### src/rtl/carl_pkg.sv
// ----------------------------------------------------------------------------
// carl_pkg
// Shared types and codes of the coalescing activity ring log: the stored
// entry layout, event codes, sequencer states and memory control.
// ----------------------------------------------------------------------------
package carl_pkg;

  localparam int unsigned FREQ_W     = 32;
  localparam int unsigned TIME_W     = 16;
  localparam int unsigned STRENGTH_W = 8;
  localparam int unsigned WINDOW_W   = 16;
  localparam int unsigned OP_W       = 2;
  localparam int unsigned INDEX_W    = 4;
  localparam int unsigned SLOT_W     = 4;
  localparam int unsigned COUNT_W    = 5;
  localparam int unsigned UPTIME_W   = 32;
  localparam int unsigned RSSI_W     = 9;

  // Time stamp is uptime bits 22..7, strength is rssi bits 8..1.
  localparam int unsigned TIME_LSB     = 7;
  localparam int unsigned STRENGTH_LSB = 1;

  localparam logic [WINDOW_W-1:0] WINDOW_RESET = 16'd8;

  typedef enum logic [OP_W-1:0] {
    OP_RECORD = 2'd0,
    OP_CLEAR  = 2'd1,
    OP_READ   = 2'd2
  } op_e;

  typedef enum logic {
    ST_IDLE,
    ST_EXEC
  } state_e;

  typedef struct packed {
    logic [FREQ_W-1:0]     freq;
    logic [TIME_W-1:0]     stamp;
    logic [STRENGTH_W-1:0] strength;
    logic                  chan;
  } entry_t;

  typedef struct packed {
    logic rd_en;
    logic wr_en;
    logic clr;
  } mem_ctl_t;

endpackage

### src/rtl/coalescing_activity_ring_log_core.sv
// ----------------------------------------------------------------------------
// coalescing_activity_ring_log_core
// Ring log of radio activity: a record merges into the head entry when the
// frequency matches and the time gap is within the window, else appends.
// ----------------------------------------------------------------------------
// Sequence: an accepted event starts a read-modify-write of one entry through
//   the registered store read: read in idle, then update and result register
//   in EXEC, held while the previous result stalls; no new event meanwhile.
// Reset: head, count, window (to 8) and all slot valid bits clear at once;
//   the log reads as all zero immediately, no clearing pass.
module coalescing_activity_ring_log_core #(
  parameter int unsigned LOG_DEPTH = 16
) (
  input  logic                                 clk_i,
  input  logic                                 rst_ni,
  input  logic                                 cfg_valid_i,
  output logic                                 cfg_ready_o,
  input  logic [carl_pkg::WINDOW_W-1:0]        cfg_data_i,
  input  logic                                 in_valid_i,
  output logic                                 in_stall_o,
  input  logic [carl_pkg::OP_W-1:0]            op_i,
  input  logic [carl_pkg::FREQ_W-1:0]          freq_or_chan_i,
  input  logic                                 is_channel_i,
  input  logic [carl_pkg::UPTIME_W-1:0]        uptime_raw_i,
  input  logic [carl_pkg::RSSI_W-1:0]          rssi_raw_i,
  input  logic [carl_pkg::INDEX_W-1:0]         read_index_i,
  output logic                                 out_valid_o,
  input  logic                                 out_stall_i,
  output logic                                 merged_o,
  output logic [carl_pkg::SLOT_W-1:0]          head_slot_o,
  output logic [carl_pkg::COUNT_W-1:0]         entry_count_o,
  output logic [carl_pkg::FREQ_W-1:0]          out_freq_o,
  output logic [carl_pkg::TIME_W-1:0]          out_time_o,
  output logic [carl_pkg::STRENGTH_W-1:0]      out_strength_o,
  output logic                                 out_channel_flag_o
);
  import carl_pkg::*;

  localparam int unsigned AW = $clog2(LOG_DEPTH);
  localparam int unsigned CW = $clog2(LOG_DEPTH + 1);
  localparam int unsigned XW = AW + INDEX_W;

  state_e                  state_q, state_d;
  logic                    accept;
  logic                    exec_go;

  logic [WINDOW_W-1:0]     window_q;
  logic [AW-1:0]           head_q, head_d;
  logic [CW-1:0]           count_q, count_d;

  // Transaction fields held for the update cycle
  logic [OP_W-1:0]         op_q;
  logic [FREQ_W-1:0]       freq_q;
  logic                    chan_q;
  logic [TIME_W-1:0]       now_q;
  logic [STRENGTH_W-1:0]   rssi_q;
  logic                    idx_ok_q;

  logic [XW-1:0]           idx_ext;
  logic [AW-1:0]           rd_addr;
  logic [AW-1:0]           wr_addr;
  mem_ctl_t                mem_ctl;
  entry_t                  rd_entry;
  entry_t                  wr_entry;

  logic [TIME_W-1:0]       gap;
  logic                    merge;
  logic [AW-1:0]           head_inc;
  entry_t                  res_entry;
  logic                    res_merged;

  logic                    out_valid_q;
  logic                    out_merged_q;
  logic [AW-1:0]           out_head_q;
  logic [CW-1:0]           out_count_q;
  entry_t                  out_entry_q;
  logic [AW+SLOT_W-1:0]    head_ext;
  logic [CW+COUNT_W-1:0]   count_ext;

  // -------------------------------------------------------------------------
  // Sequencer
  // -------------------------------------------------------------------------
  always_comb begin
    state_d = state_q;
    case (state_q)
      ST_IDLE: begin
        if (in_valid_i) begin
          state_d = ST_EXEC;
        end
      end
      ST_EXEC: begin
        if (exec_go) begin
          state_d = ST_IDLE;
        end
      end
      default: state_d = ST_IDLE;
    endcase
  end

  always_comb begin
    in_stall_o = 1'b1;
    exec_go    = 1'b0;
    case (state_q)
      ST_IDLE: begin
        in_stall_o = 1'b0;
      end
      ST_EXEC: begin
        // hold while the previous result is still stalled
        exec_go = !(out_valid_q && out_stall_i);
      end
      default: begin
        in_stall_o = 1'b1;
      end
    endcase
  end

  assign accept = in_valid_i && !in_stall_o;

  always_ff @(posedge clk_i or negedge rst_ni) begin
    if (!rst_ni) begin
      state_q <= ST_IDLE;
    end else begin
      state_q <= state_d;
    end
  end

  // -------------------------------------------------------------------------
  // Configuration
  // -------------------------------------------------------------------------
  assign cfg_ready_o = 1'b1;

  always_ff @(posedge clk_i or negedge rst_ni) begin
    if (!rst_ni) begin
      window_q <= WINDOW_RESET;
    end else if (cfg_valid_i && cfg_ready_o) begin
      window_q <= cfg_data_i;
    end
  end

  // -------------------------------------------------------------------------
  // Capture and store read
  // -------------------------------------------------------------------------
  assign idx_ext = {{AW{1'b0}}, read_index_i};
  assign rd_addr = (op_i == OP_RECORD) ? head_q : idx_ext[AW-1:0];

  always_ff @(posedge clk_i) begin
    if (accept) begin
      op_q     <= op_i;
      freq_q   <= freq_or_chan_i;
      chan_q   <= is_channel_i;
      now_q    <= uptime_raw_i[TIME_LSB +: TIME_W];
      rssi_q   <= rssi_raw_i[STRENGTH_LSB +: STRENGTH_W];
      idx_ok_q <= (idx_ext < XW'(LOG_DEPTH));
    end
  end

  // -------------------------------------------------------------------------
  // Update
  // -------------------------------------------------------------------------
  assign gap      = now_q - rd_entry.stamp;
  assign merge    = (count_q != '0) && (rd_entry.freq == freq_q) && (gap <= window_q);
  assign head_inc = (head_q == AW'(LOG_DEPTH - 1)) ? '0 : head_q + 1'b1;

  always_comb begin
    head_d        = head_q;
    count_d       = count_q;
    res_entry     = '0;
    res_merged    = 1'b0;
    wr_entry      = '0;
    wr_addr       = head_q;
    mem_ctl.rd_en = accept;
    mem_ctl.wr_en = 1'b0;
    mem_ctl.clr   = 1'b0;
    case (op_q)
      OP_RECORD: begin
        mem_ctl.wr_en = exec_go;
        if (merge) begin
          res_merged     = 1'b1;
          wr_entry       = rd_entry;
          wr_entry.stamp = now_q;
          if (rssi_q > rd_entry.strength) begin
            wr_entry.strength = rssi_q;
          end
        end else begin
          head_d            = head_inc;
          wr_addr           = head_inc;
          wr_entry.freq     = freq_q;
          wr_entry.stamp    = now_q;
          wr_entry.strength = rssi_q;
          wr_entry.chan     = chan_q;
          if (count_q != CW'(LOG_DEPTH)) begin
            count_d = count_q + 1'b1;
          end
        end
        res_entry = wr_entry;
      end
      OP_CLEAR: begin
        mem_ctl.clr = exec_go;
        head_d      = '0;
        count_d     = '0;
      end
      OP_READ: begin
        if (idx_ok_q) begin
          res_entry = rd_entry;
        end
      end
      default: begin
        res_entry = '0;
      end
    endcase
  end

  carl_entry_mem #(
    .LOG_DEPTH (LOG_DEPTH),
    .AW        (AW)
  ) u_entry_mem (
    .clk_i      (clk_i),
    .rst_ni     (rst_ni),
    .ctl_i      (mem_ctl),
    .rd_addr_i  (rd_addr),
    .wr_addr_i  (wr_addr),
    .wr_entry_i (wr_entry),
    .rd_entry_o (rd_entry)
  );

  always_ff @(posedge clk_i or negedge rst_ni) begin
    if (!rst_ni) begin
      head_q  <= '0;
      count_q <= '0;
    end else if (exec_go) begin
      head_q  <= head_d;
      count_q <= count_d;
    end
  end

  // -------------------------------------------------------------------------
  // Result register
  // -------------------------------------------------------------------------
  always_ff @(posedge clk_i or negedge rst_ni) begin
    if (!rst_ni) begin
      out_valid_q <= 1'b0;
    end else if (exec_go) begin
      out_valid_q <= 1'b1;
    end else if (!out_stall_i) begin
      out_valid_q <= 1'b0;
    end
  end

  always_ff @(posedge clk_i) begin
    if (exec_go) begin
      out_merged_q <= res_merged;
      out_head_q   <= head_d;
      out_count_q  <= count_d;
      out_entry_q  <= res_entry;
    end
  end

  assign head_ext  = {{SLOT_W{1'b0}}, out_head_q};
  assign count_ext = {{COUNT_W{1'b0}}, out_count_q};

  assign out_valid_o        = out_valid_q;
  assign merged_o           = out_merged_q;
  assign head_slot_o        = head_ext[SLOT_W-1:0];
  assign entry_count_o      = count_ext[COUNT_W-1:0];
  assign out_freq_o         = out_entry_q.freq;
  assign out_time_o         = out_entry_q.stamp;
  assign out_strength_o     = out_entry_q.strength;
  assign out_channel_flag_o = out_entry_q.chan;

`ifndef NO_ASSERTIONS
  a_count_bound: assert property (@(posedge clk_i) disable iff (!rst_ni)
    count_q <= CW'(LOG_DEPTH))
    else $error("entry count above depth");

  a_head_bound: assert property (@(posedge clk_i) disable iff (!rst_ni)
    head_q <= AW'(LOG_DEPTH - 1))
    else $error("head pointer outside ring");

  a_empty_head: assert property (@(posedge clk_i) disable iff (!rst_ni)
    count_q == '0 |-> head_q == '0)
    else $error("empty log with nonzero head");

  a_accept_exec: assert property (@(posedge clk_i) disable iff (!rst_ni)
    accept |=> state_q == ST_EXEC)
    else $error("accepted transaction not executed");

  a_hold_on_stall: assert property (@(posedge clk_i) disable iff (!rst_ni)
    (state_q == ST_EXEC && out_valid_q && out_stall_i) |=>
      (state_q == ST_EXEC && $stable(head_q) && $stable(count_q)))
    else $error("update ran over a stalled result");
`endif

endmodule

### src/rtl/carl_entry_mem.sv
// ----------------------------------------------------------------------------
// carl_entry_mem
// Entry store of the ring log: one synchronous memory with a registered read
// port and one valid bit per slot; slots that are not valid read as zero.
// ----------------------------------------------------------------------------
module carl_entry_mem #(
  parameter int unsigned LOG_DEPTH = 16,
  parameter int unsigned AW        = 4
) (
  input  logic              clk_i,
  input  logic              rst_ni,
  input  carl_pkg::mem_ctl_t ctl_i,
  input  logic [AW-1:0]     rd_addr_i,
  input  logic [AW-1:0]     wr_addr_i,
  input  carl_pkg::entry_t  wr_entry_i,
  output carl_pkg::entry_t  rd_entry_o
);
  import carl_pkg::*;

  entry_t                 mem [LOG_DEPTH];
  entry_t                 rdata_q;
  logic                   rvalid_q;
  logic [LOG_DEPTH-1:0]   valid_q;

  always_ff @(posedge clk_i) begin
    if (ctl_i.wr_en) begin
      mem[wr_addr_i] <= wr_entry_i;
    end
    if (ctl_i.rd_en) begin
      rdata_q <= mem[rd_addr_i];
    end
  end

  always_ff @(posedge clk_i or negedge rst_ni) begin
    if (!rst_ni) begin
      valid_q  <= '0;
      rvalid_q <= 1'b0;
    end else begin
      if (ctl_i.clr) begin
        valid_q <= '0;
      end else if (ctl_i.wr_en) begin
        valid_q[wr_addr_i] <= 1'b1;
      end
      if (ctl_i.rd_en) begin
        rvalid_q <= valid_q[rd_addr_i];
      end
    end
  end

  assign rd_entry_o = rvalid_q ? rdata_q : '0;

endmodule
### config.mk
export PLATFORM = sky130hd
export DESIGN_NAME = coalescing_activity_ring_log_core
export DESIGN_NICKNAME = d
export VERILOG_FILES = /design/src/rtl/carl_pkg.sv /design/src/rtl/coalescing_activity_ring_log_core.sv /design/src/rtl/carl_entry_mem.sv
export SDC_FILE = /design/constraint.sdc
export NUM_CORES = 1
export LEC_CHECK = 0
export BUFFER_PORTS_ARGS = -buffer_cell sky130_fd_sc_hd__buf_2
export CORE_MARGIN = 5
export CORE_UTILIZATION = 60
export DETAILED_ROUTE_END_ITERATION = 7
export PLACE_DENSITY = 0.78
export SETUP_SLACK_MARGIN = 0.15
export SLEW_MARGIN = 0
export SYNTH_ARGS = -nofsm -noshare
export SYNTH_HDL_FRONTEND = slang
export SYNTH_SLANG_ARGS = --single-unit
### constraint.sdc
create_clock -name clk_i -period 25.7 [get_ports clk_i]
set_input_delay 1.285 -clock clk_i [delete_from_list [all_inputs] [get_ports clk_i]]
set_output_delay 1.285 -clock clk_i [all_outputs]
set_load 0.03 [all_outputs]
Word level (Yosys, flattened, before mapping)
Memories as Yosys holds them, arrays and structs flattened. A register that Yosys moved wholly into a read port is not among the register bits.
Cells that the tools add are included.
{"block": "op_classes", "bitwise_logic": 2, "n_reduce_logical": 10, "n_lt_le_gt_ge": 6, "muxes": 32, "eq_ne": 6, "n_addsub": 3}
{"operator": "57-bit 2-to-1 mux", "count": 4}
{"operator": "57-bit one-hot mux with 2 select lines", "count": 1}
{"operator": "32-bit == test", "count": 1}
{"operator": "16-bit 2-to-1 mux", "count": 2}
{"operator": "16-bit less-or-equal comparator", "count": 1}
{"operator": "4-bit 2-to-1 mux", "count": 4}
{"operator": "16-bit OR", "count": 1}
{"operator": "16-bit subtractor", "count": 1}
{"operator": "4-bit by 5-bit less-than comparator with 1-bit output (second input constant)", "count": 3}
{"operator": "1-bit 2-to-1 mux", "count": 13}
{"operator": "5-bit 2-to-1 mux", "count": 2}
{"operator": "5-bit one-hot mux with 2 select lines", "count": 1}
{"operator": "8-bit greater-than comparator", "count": 1}
{"operator": "8-bit 2-to-1 mux", "count": 1}
{"operator": "4-bit one-hot mux with 2 select lines", "count": 1}
{"operator": "5-bit by 1-bit adder with 5-bit output (second input constant)", "count": 1}
{"operator": "1-bit logical AND", "count": 5}
{"operator": "5-bit != test (second input constant)", "count": 1}
{"operator": "5-bit nonzero test", "count": 1}
{"operator": "4-bit by 1-bit adder with 4-bit output (second input constant)", "count": 1}
{"operator": "1-bit binary-select mux with 4-bit select", "count": 1}
{"operator": "1-bit demux with 4-bit select", "count": 1}
{"operator": "4-bit == test (second input constant)", "count": 1}
{"operator": "4-bit by 1-bit >= comparator with 1-bit output (second input constant)", "count": 1}
{"operator": "8 further kinds", "count": 9}
{"block": "word_totals", "register_bits": 171, "memories": 1, "mem_bits_rw": 912, "output_inout_bits": 70, "elab_cells": 80, "inputBits": 101}
{"name": "u_entry_mem.mem", "words": 16, "word_bits": 57, "rd": 1, "rd_clocked_by_memory_dff": 1, "wr": 1, "line_no": "carl_entry_mem.sv:20", "rtl": "entry_t mem [LOG_DEPTH];"}

Depth between registers and ports, before layout
Gate-level depths: netlist of run 1.
{"block": "depth", "depth_word": 13, "depth_mapped": 27}

Cells and area by module
From an unflattened synthesis of run 1, not the netlist that was laid out.
{"block": "hier_totals", "hier_cells": 2241, "hier_area_um2": 45655.0}
{"mod": "carl_entry_mem", "cells_each": 1464, "instances": 1, "area_each_um2": 37105.6, "seq_area_each_um2": 29523.3}
{"mod": "coalescing_activity_ring_log_core", "cells_each": 777, "instances": 1, "area_each_um2": 8549.4, "seq_area_each_um2": 4460.5}

Worst setup path after synthesis of run 1
No wires, ideal clock.
{"block": "synth_timing", "path_kind": "input-to-reg", "start": "in out_stall_i", "end": "mem u_entry_mem.mem[10][0] (netlist bit) (enable)", "t_arrival_ns": 11.195, "setup_slack_ns": 13.960, "stages": 4, "n_path_buf": 1, "required_ns": 25.155, "path_cell_list": "a21boi_0 nand2_1 clkbuf_1 nor3_1"}
{"block": "synth_via", "elab_chain_len": 6}
{"element": "start: declaration", "line_no": "coalescing_activity_ring_log_core.sv:28", "rtl": "input logic out_stall_i,"}
{"element": "1-bit logical AND", "line_no": "coalescing_activity_ring_log_core.sv:109", "rtl": "exec_go = !(out_valid_q && out_stall_i);"}
{"element": "1-bit zero test", "line_no": "coalescing_activity_ring_log_core.sv:109"}
{"element": "1-bit 2-to-1 mux", "line_no": "coalescing_activity_ring_log_core.sv:103", "rtl": "case (state_q)"}
{"element": "1-bit 2-to-1 mux", "line_no": "coalescing_activity_ring_log_core.sv:174", "rtl": "case (op_q)"}
{"element": "1-bit 2-to-1 mux", "line_no": "carl_entry_mem.sv:26", "rtl": "if (ctl_i.wr_en) begin"}
{"element": "1-bit 2-to-1 mux (implied by the code)", "line_no": "carl_entry_mem.sv:27", "rtl": "mem[wr_addr_i] <= wr_entry_i;"}
{"element": "end: declaration", "line_no": "carl_entry_mem.sv:20"}
Every way passes these cells.

Worst setup path after layout of run 1
{"block": "layout_timing", "start": "reg u_entry_mem.rvalid_q", "end": "mem u_entry_mem.mem[5][44] (netlist bit) (enable)"}
{"block": "layout_via", "elab_chain_len": 6}
{"element": "start: declaration", "line_no": "carl_entry_mem.sv:22", "rtl": "logic rvalid_q;"}
{"element": "start signal: assignment", "line_no": "carl_entry_mem.sv:45", "rtl": "rvalid_q <= valid_q[rd_addr_i];"}
{"element": "57-bit 2-to-1 mux (*)", "line_no": "carl_entry_mem.sv:50", "rtl": "assign rd_entry_o = rvalid_q ? rdata_q : '0;"}
{"element": "16-bit subtractor / 32-bit == test (equally long branches)", "line_no": "coalescing_activity_ring_log_core.sv:160, coalescing_activity_ring_log_core.sv:161"}
{"element": "16-bit less-or-equal comparator / 1-bit logical AND (equally long branches)", "line_no": "coalescing_activity_ring_log_core.sv:161", "rtl": "assign merge = (count_q != '0) && (rd_entry.freq == freq_q) && (gap <= window_q);"}
{"element": "1-bit logical AND (*)", "line_no": "coalescing_activity_ring_log_core.sv:161"}
{"element": "4-bit 2-to-1 mux (*)", "line_no": "coalescing_activity_ring_log_core.sv:177", "rtl": "if (merge) begin"}
{"element": "4-bit 2-to-1 mux (*)", "line_no": "coalescing_activity_ring_log_core.sv:174"}
Mark *: on every way between the ends. The rest lies on a longest branch, timed or not.

==> results of run 1 <==
==> path summary, 6_finish.rpt <==
kind	depth (start not counted)	startpoint	end	slack (ps)
setup reg to reg	22	u_entry_mem.rvalid_q	u_entry_mem.mem[5][44]	17370
min in group asynchronous	2	rst_ni	window_q[2]	730
setup / recovery	22	u_entry_mem.rvalid_q	u_entry_mem.mem[5][44]	17370
hold / removal	1	u_entry_mem.valid_q[8]	u_entry_mem.valid_q[8]	490
hold reg to reg	1	u_entry_mem.valid_q[8]	u_entry_mem.valid_q[8]	490
max in group asynchronous	2	rst_ni	u_entry_mem.rvalid_q	24470
==> final cells by class <==
type,instances,area share [%]
clock buffer,134,5.68
sequential,1139,66.0
inverter,45,0.328
clock inverter,72,1.54
timing repair buffer,205,2.25
antenna,1,0.00486
multi-input combinational,1179,21.8
tap,978,2.38
==> Yosys cell counts, types with 3 or more instances <==
library cell,count
xor2_1,13
buf_1,18
clkbuf_1,81
nand4_1,9
o21ai_1,11
ha_1,42
buf_6,5
a211oi_1,59
mux4_2,232
inv_1,45
nor4_1,3
o22ai_1,17
o21a_1,9
o21bai_1,4
a31oi_1,59
dfrtp_1,43
nand2_1,182
nand3_1,51
xnor2_1,13
o21ai_0,38
a22o_1,9
buf_4,4
a21oi_1,59
nor2b_1,12
mux2i_1,27
mux2_2,4
nor3_1,17
nor2_1,64
nor3b_1,4
nand2b_1,44
edfxtp_1,1095
and2_1,115
nand4b_1,11
a21o_1,25
buf_2,29
o32ai_1,4
==> cell families (layout without fill, tap and decap cells) <==
kind of cell             Yosys count  count (layout)  share of synthesized area, %
AO/OA/AOI/OAI                    318             318                          4.52
multiplexers                     263             263                          12.1
other                              1               2                       0.00819
XOR/XNOR                          26              26                         0.497
buffers and inverters            182             456                          1.69
AND/OR/NAND/NOR                  528             528                          5.82
adder cells (fa/ha/maj)           43              43                          1.19
flip-flops                      1139            1139                          74.2
==> worst register-to-register path, cell delays in order, from the launching register on <==
cell,delay (ps)
dfrtp_4,680
and2_1,260
ha_1,230
fa_1,450
nor2b_1,120
o21ai_0,130
a21boi_0,400
o211ai_1,200
a21oi_1,240
nor3_1,110
o41ai_1,390
a21oi_1,140
xnor2_1,160
ha_1,300
nand4_1,160
a2111oi_0,480
a211oi_1,150
a21oi_2,550
or2_1,600
a21oi_1,280
nand2b_1,340
nor2_4,670
buf_4,850
==> per-layer routing <==
metal	GRT usage, %	wire (µm)
met5	0	17
met3	5.62	12700
met4	9.57	3620
met1	37.9	40700
met2	43.7	54300
==> state kept, by name (all words and copies together), names as in the netlist <==
register / count
u_entry_mem.mem: 912
u_entry_mem.rdata_q: 57
freq_q: 32
out_freq_o: 32
now_q: 16
out_time_o: 16
u_entry_mem.valid_q: 16
window_q: 16
out_strength_o: 8
rssi_q: 8
count_q: 5
entry_count_o: 5
head_q: 4
head_slot_o: 4
op_q: 2
chan_q: 1
merged_o: 1
out_channel_flag_o: 1
out_valid_o: 1
state_q: 1
u_entry_mem.rvalid_q: 1
==> stage by stage <==
| step | std cells | cell area (µm²) | util (%) | worst slack (ps) |
|---|---|---|---|---|
| 2_1_floorplan | 2500 | 45800 | - | 13960 |
| 6_report | 3753 | 51500 | 67.9 | 17370 |
| 4_1_cts | 3752 | 51500 | 67.9 | 17590 |
| 3_3_place_gp | 3546 | 47800 | 63.0 | 17770 |
| 3_5_place_dp | 3546 | 47800 | 63.0 | 17660 |
| 5_1_grt | 3752 | 51500 | 67.9 | 16970 |
==> cell usage in the layout, fill, tap and decap left out, types with 19 or more instances in the layout <==
cell,n
inv_1,45
a31oi_1,59
mux4_2,232
and2_1,115
buf_4,53
dfrtp_1,42
nand3_1,51
edfxtp_1,1095
ha_1,42
clkbuf_1,19
nand2b_1,44
o21ai_0,38
a21oi_1,59
a211oi_1,59
nor2_1,53
clkinv_2,21
clkbuf_16,113
buf_2,152
a21o_1,25
clkinv_1,29
mux2i_1,23
nand2_1,182
==> power breakdown <==
group / switching (mW) / internal (mW)
Clock: 0.685 / 0.971
Sequential: 0.0886 / 2.22
Combinational: 0.563 / 0.301
Total: 1.34 / 3.49
==> summary.md, run 1 <==
| Metric | Value |
|---|---|
| CP arrival | `about 8600 ps` |
| Setup Skew | `29.5 ps` |
| Final period demand of the worst path | `8330 ps` |
| Global-route wire length before repair | `165000 µm` |
| Fillers | `4582` |
| Number of top-level pins | `171` |
| Worst-path clk slew | `about 60 ps` |
| Vias per cell | `~6.7` |
| Total power | `4.82 mW` |
| Tightest Pin Transition | `1320 ps` |
| Total CTS buffers | `110` |
| Maximum fanout along the worst path | `40` |
| Die area | `82000 µm²` |
| Total track usage | `a little over a quarter` |
| Port bufs | `152` |
| Post-synth top area cell | `edfxtp_1` |
| Row count | `101` |
| Cells along the critical path | `and2_1 > ha_1 > fa_1 > nor2b_1 > o21ai_0 > a21boi_0 > o211ai_1 > a21oi_1 > nor3_1 > o41ai_1 > a21oi_1 > xnor2_1 > ha_1 > nand4_1 > a2111oi_0 > a211oi_1 > a21oi_2 > or2_1 > a21oi_1 > nand2b_1 > nor2_4 > buf_4` |
| Seq cells post-synth | `1139` |
| H-tree Lvls | `3` |
| Cells after Synth | `between 2000 and 3000` |
| Area taken by multi-input logic gates | `11200 µm²` |
| Largest net degree at the start of global routing | `68` |
| Final Cycle Share | `32.4%` |
| Min Hold Slack | `485 ps` |
| Status | `complete, no violations` |
| Startpoint types | `flop` |
| Final net count | `2824` |
| Initial Util | `60.4%` |
| Clock buffer depth | `3` |
| Initial antenna violation count | `1` |
| Post-CTS sizing | `0` |
| Synth Warn # | `0` |
| Register Area | `34000 µm²` |
| Crit-path max cell delay | `840 ps` |
| RSZ-0062 raised after global routing | `no` |
| Number of max-cap violations | `0` |
| Num Clock Sinks | `1139` |
| Setup crit end kind | `flop` |
| Worst endpoint required time | `25990 ps` |
| Post-DP HPWL | `57800 µm` |
| Power density over cell area | `93.7 nW/µm²` |
| Fraction of registers with async set/reset | `3.86%` |
| DRC | `0` |
| F_max | `120 MHz` |
| Post-synth top area share | `around 70%` |
| Vias in the first global route | `between 20000 and 30000` |
| Final ANT Viol Nets | `0` |
| CTS tree | `built` |
| Top_reg_cell synth | `edfxtp_1` |
| Setup violators final | `0` |
| Total negative slack | `0 ps` |
| Leak | `approximately 17 nW` |
| Vias | `~25000` |
| Core area | `about 76000 µm²` |
| Register area share after synthesis | `between 70% and 80%` |
| Number of DRC markers in iteration 0 | `3511` |
| Die width | `286 µm` |
| Worst hold path class | `flop to flop` |
| Clk_lat worst skew | `roughly 690 ps` |
| CP Class | `flop to flop` |
| Buffers inserted by post-CTS timing repair | `0` |
| Synth cell types | `65` |
| Max-slew violation count | `0` |
| CP most frequent cell | `a21oi_1` |
| Final Hold Vio Count | `0` |
| Total Wirelength | `111000 µm` |
| Ratio of cells with drive above 1 in the final layout | `a little under a quarter` |
| Synthesized area | `about 46000 µm²` |
| Area grow syn2layout | `12.4%` |
| Routability cong. | `0.830` |
| Area contributors post-synth | `edfxtp_1, mux4_2, dfrtp_1` |
| Max-slew headroom | `12.0%` |
| TritonRoute pass-1 iters | `5` |
| GR Overflow Total | `0` |
| Synthesized Nets | `approximately 2600` |
| Buf/Inv on CP | `1` |
| VDD IR max | `0.0601 mV` |
| Avg WL per Cell | `29.7 µm` |
| Post-synth EDFFs | `between 1000 and 1500` |
| CTS Root Cell | `clkbuf_16` |
| Delay-heaviest family, CP | `compound AO/OA/AOI/OAI gates` |
| Crit-path slowest cell | `buf_4` |
| Avg Cell Area, Syn | `18.3 µm²` |
| CTS Hold Bufs | `0` |
| Die H | `286 µm` |
(Power assumes the default switching activity.)
==> run 2: changes to the inputs <==
- CORE_UTILIZATION: 60 -> 56
- PLACE_DENSITY: 0.78 -> 0.76
- clock period: 25.7 -> 7.1 ns (I/O delays scaled with it)
==> run 2 against run 1 <==
- worst hold slack got worse by 360 ps
- combinational power rose to 3.8 times the previous value
- largest power group unchanged
- critical path type unchanged
- register-to-register slack got worse by 17000 ps
- highest routed layer is now met4
==> summary.md, run 2 (synthesis gave the netlist of run 1 again) <==
| Metric | Value |
|---|---|
| Fillers | `5129` |
| Startpoint types | `flop` |
| Power density over cell area | `335 nW/µm²` |
| Max-slew violation count | `0` |
| Largest regs | `u_entry_mem.mem x912, u_entry_mem.rdata_q x57` |
| Global route hottest layer | `met2` |
| Number of top-level pins | `171` |
| Clock buffer depth | `3` |
| H-tree Lvls | `3` |
| Total power | `around 18 mW` |
| Worst endpoint required time | `7470 ps` |
| Max-slew headroom | `19.3%` |
| RSZ-0062 raised after global routing | `no` |
| Setup Skew | `25.1 ps` |
| Initial antenna violation count | `2` |
| Met1 Usage GRT | `35.7%` |
| Leading cell type in the layout, fill and taps excluded | `edfxtp_1` |
| Final period demand of the worst path | `6520 ps` |
| Ratio of cells with drive above 1 in the final layout | `between 20% and 30%` |
| Die width | `296 µm` |
| Pre-CTS setup slack | `275 ps` |
| Register Area | `34000 µm²` |
| Worst-path clk slew | `around 70 ps` |
| Number of max-cap violations | `0` |
| GR Overflow Total | `0` |
| Core area | `80800 µm²` |
| Post-DP HPWL | `roughly 62000 µm` |
| Status | `complete, no violations` |
| Setup violators final | `0` |
| Setup crit end kind | `flop` |
| Final ANT Viol Nets | `0` |
| Leak | `18.0 nW` |
| TritonRoute pass-1 iters | `8` |
| Met3 GRT Util | `around 6.5%` |
| Max reg flops | `912` |
| Total Wirelength | `between 100000 and 150000 µm` |
| Final Non-Filler Cells | `3932` |
| Die H | `296 µm` |
| Finished Core Util | `65.5%` |
| Die area | `87600 µm²` |
| Vias per cell | `6.45` |
| Initial Util | `56.7%` |
| Port bufs | `152` |
| Final worst setup slack | `between 500 and 600 ps` |
| Global-route wire length before repair | `166000 µm` |
| Worst hold path class | `input pin to flop` |
| DRC | `0` |
| Total track usage | `roughly 26%` |
| Area taken by multi-input logic gates | `11300 µm²` |
| Top reg by flops | `u_entry_mem.mem` |
| Maximum fanout along the worst path | `32` |
| Routability cong. | `0.838` |
| Avg WL per Cell | `28.5 µm` |
| R2R Setup Slk | `580 ps` |
| CTS Root Cell | `clkbuf_16` |
| Vias in the first global route | `~26000` |
| Tightest Pin Transition | `1210 ps` |
| F_max | `about 150 MHz` |
| Row count | `104` |
| Total CTS buffers | `111` |
| Final net count | `2921` |
| Number of DRC markers in iteration 0 | `3139` |
| Clk_lat worst skew | `approximately 690 ps` |
| VDD IR max | `0.317 mV` |
| Final Hold Vio Count | `0` |
| Largest net degree at the start of global routing | `149` |
| CTS tree | `built` |
| Final Cycle Share | `roughly 92%` |
| Area grow syn2layout | `15.5%` |
| Vias | `25366` |
| Met2 Use GR | `41.0%` |
| CP arrival | `6890 ps` |
| Num Clock Sinks | `1139` |
| CP Class | `flop to flop` |
| Commonest non-fill, non-tap cells in the layout | `edfxtp_1, mux4_2, nand2_1` |
| Placed Cells incl. Taps | `3640` |
[run 2: cell types whose count changed in the layout (fill, tap and decap cells not counted), sizes merged]
cell	previous run	this run
buf	205	223
bufinv	16	18
clkbuf	134	133
clkinv	54	48
clkinvlp	0	5
dlygate4sd3	0	78
inv	47	48
[run 2: per-layer routing]
| metal | wire length [µm] | up-vias |
|---|---|---|
| met2 | 54000 | 1561 |
| met5 | 0 | - |
| met4 | 3270 | 0 |
| met1 | 41900 | 13036 |
| met3 | 12900 | 226 |
| li1 | - | 10543 |
[run 2: power by group]
part	switching [mW]	internal, mW
Clock	2.53	3.59
Sequential	0.301	8.02
Combinational	2.12	1.15
Total	4.95	12.8
[run 2: worst max-delay path, stage by stage (launching register included)]
cell,delay (ps)
dfrtp_4,440
buf_4,340
nand2_1,130
ha_1,290
nor2b_1,130
o21a_1,180
o21ai_0,240
a22oi_1,170
a41o_1,290
o41ai_1,560
o2111ai_1,240
a21oi_1,220
xnor2_1,100
ha_1,310
nand4_1,130
a2111oi_0,390
a211oi_1,150
a21oi_4,360
or2_1,250
buf_4,240
nor2_2,60
o21ai_2,570
nor2_4,80
buf_4,340
[run 2: path summary, 6_finish.rpt]
check / start / to / depth (start not counted)
worst min register to register: u_entry_mem.valid_q[10] / u_entry_mem.valid_q[10] / 1
max in group asynchronous: rst_ni / u_entry_mem.rvalid_q / 3
worst max register to register: u_entry_mem.rvalid_q / u_entry_mem.mem[11][44] / 23
worst max-delay path: u_entry_mem.rvalid_q / u_entry_mem.mem[11][44] / 23
min in group asynchronous: rst_ni / state_q / 3
worst min-delay path: cfg_valid_i / window_q[3] / 3
[run 2: through the flow]
| stage | hold WS [ps] | instance area (µm²) | TNS (ps) |
|---|---|---|---|
| 3_3_place_gp | 454 | 48200 | 0 |
| 2_1_floorplan | 59.4 | 45900 | -358620 |
| 3_5_place_dp | 469 | 48200 | 0 |
| 5_1_grt | 182 | 52900 | 0 |
| 6_report | 125 | 52900 | 0 |
| 4_1_cts | 103 | 52800 | 0 |
[run 2: area by class of cell]
type                       count  share of cell area (%)
multi-input combinational   1179                    21.3
antenna                        1                 0.00473
clock inverter                74                    1.77
timing repair buffer         301                    4.33
clock buffer                 133                    5.48
sequential                  1139                    64.2
inverter                      45                   0.319
tap                         1060                    2.51
[run 2: timing repair]
| action | 4_1_cts | 5_1_grt |
|---|---|---|
| setup endpoints to repair | 0 | 518 |
| resized for setup | 0 | 2 |
| hold endpoints to repair | 120 | 0 |
| setup buffers | 0 | 6 |
| hold buffers | 78 | 0 |
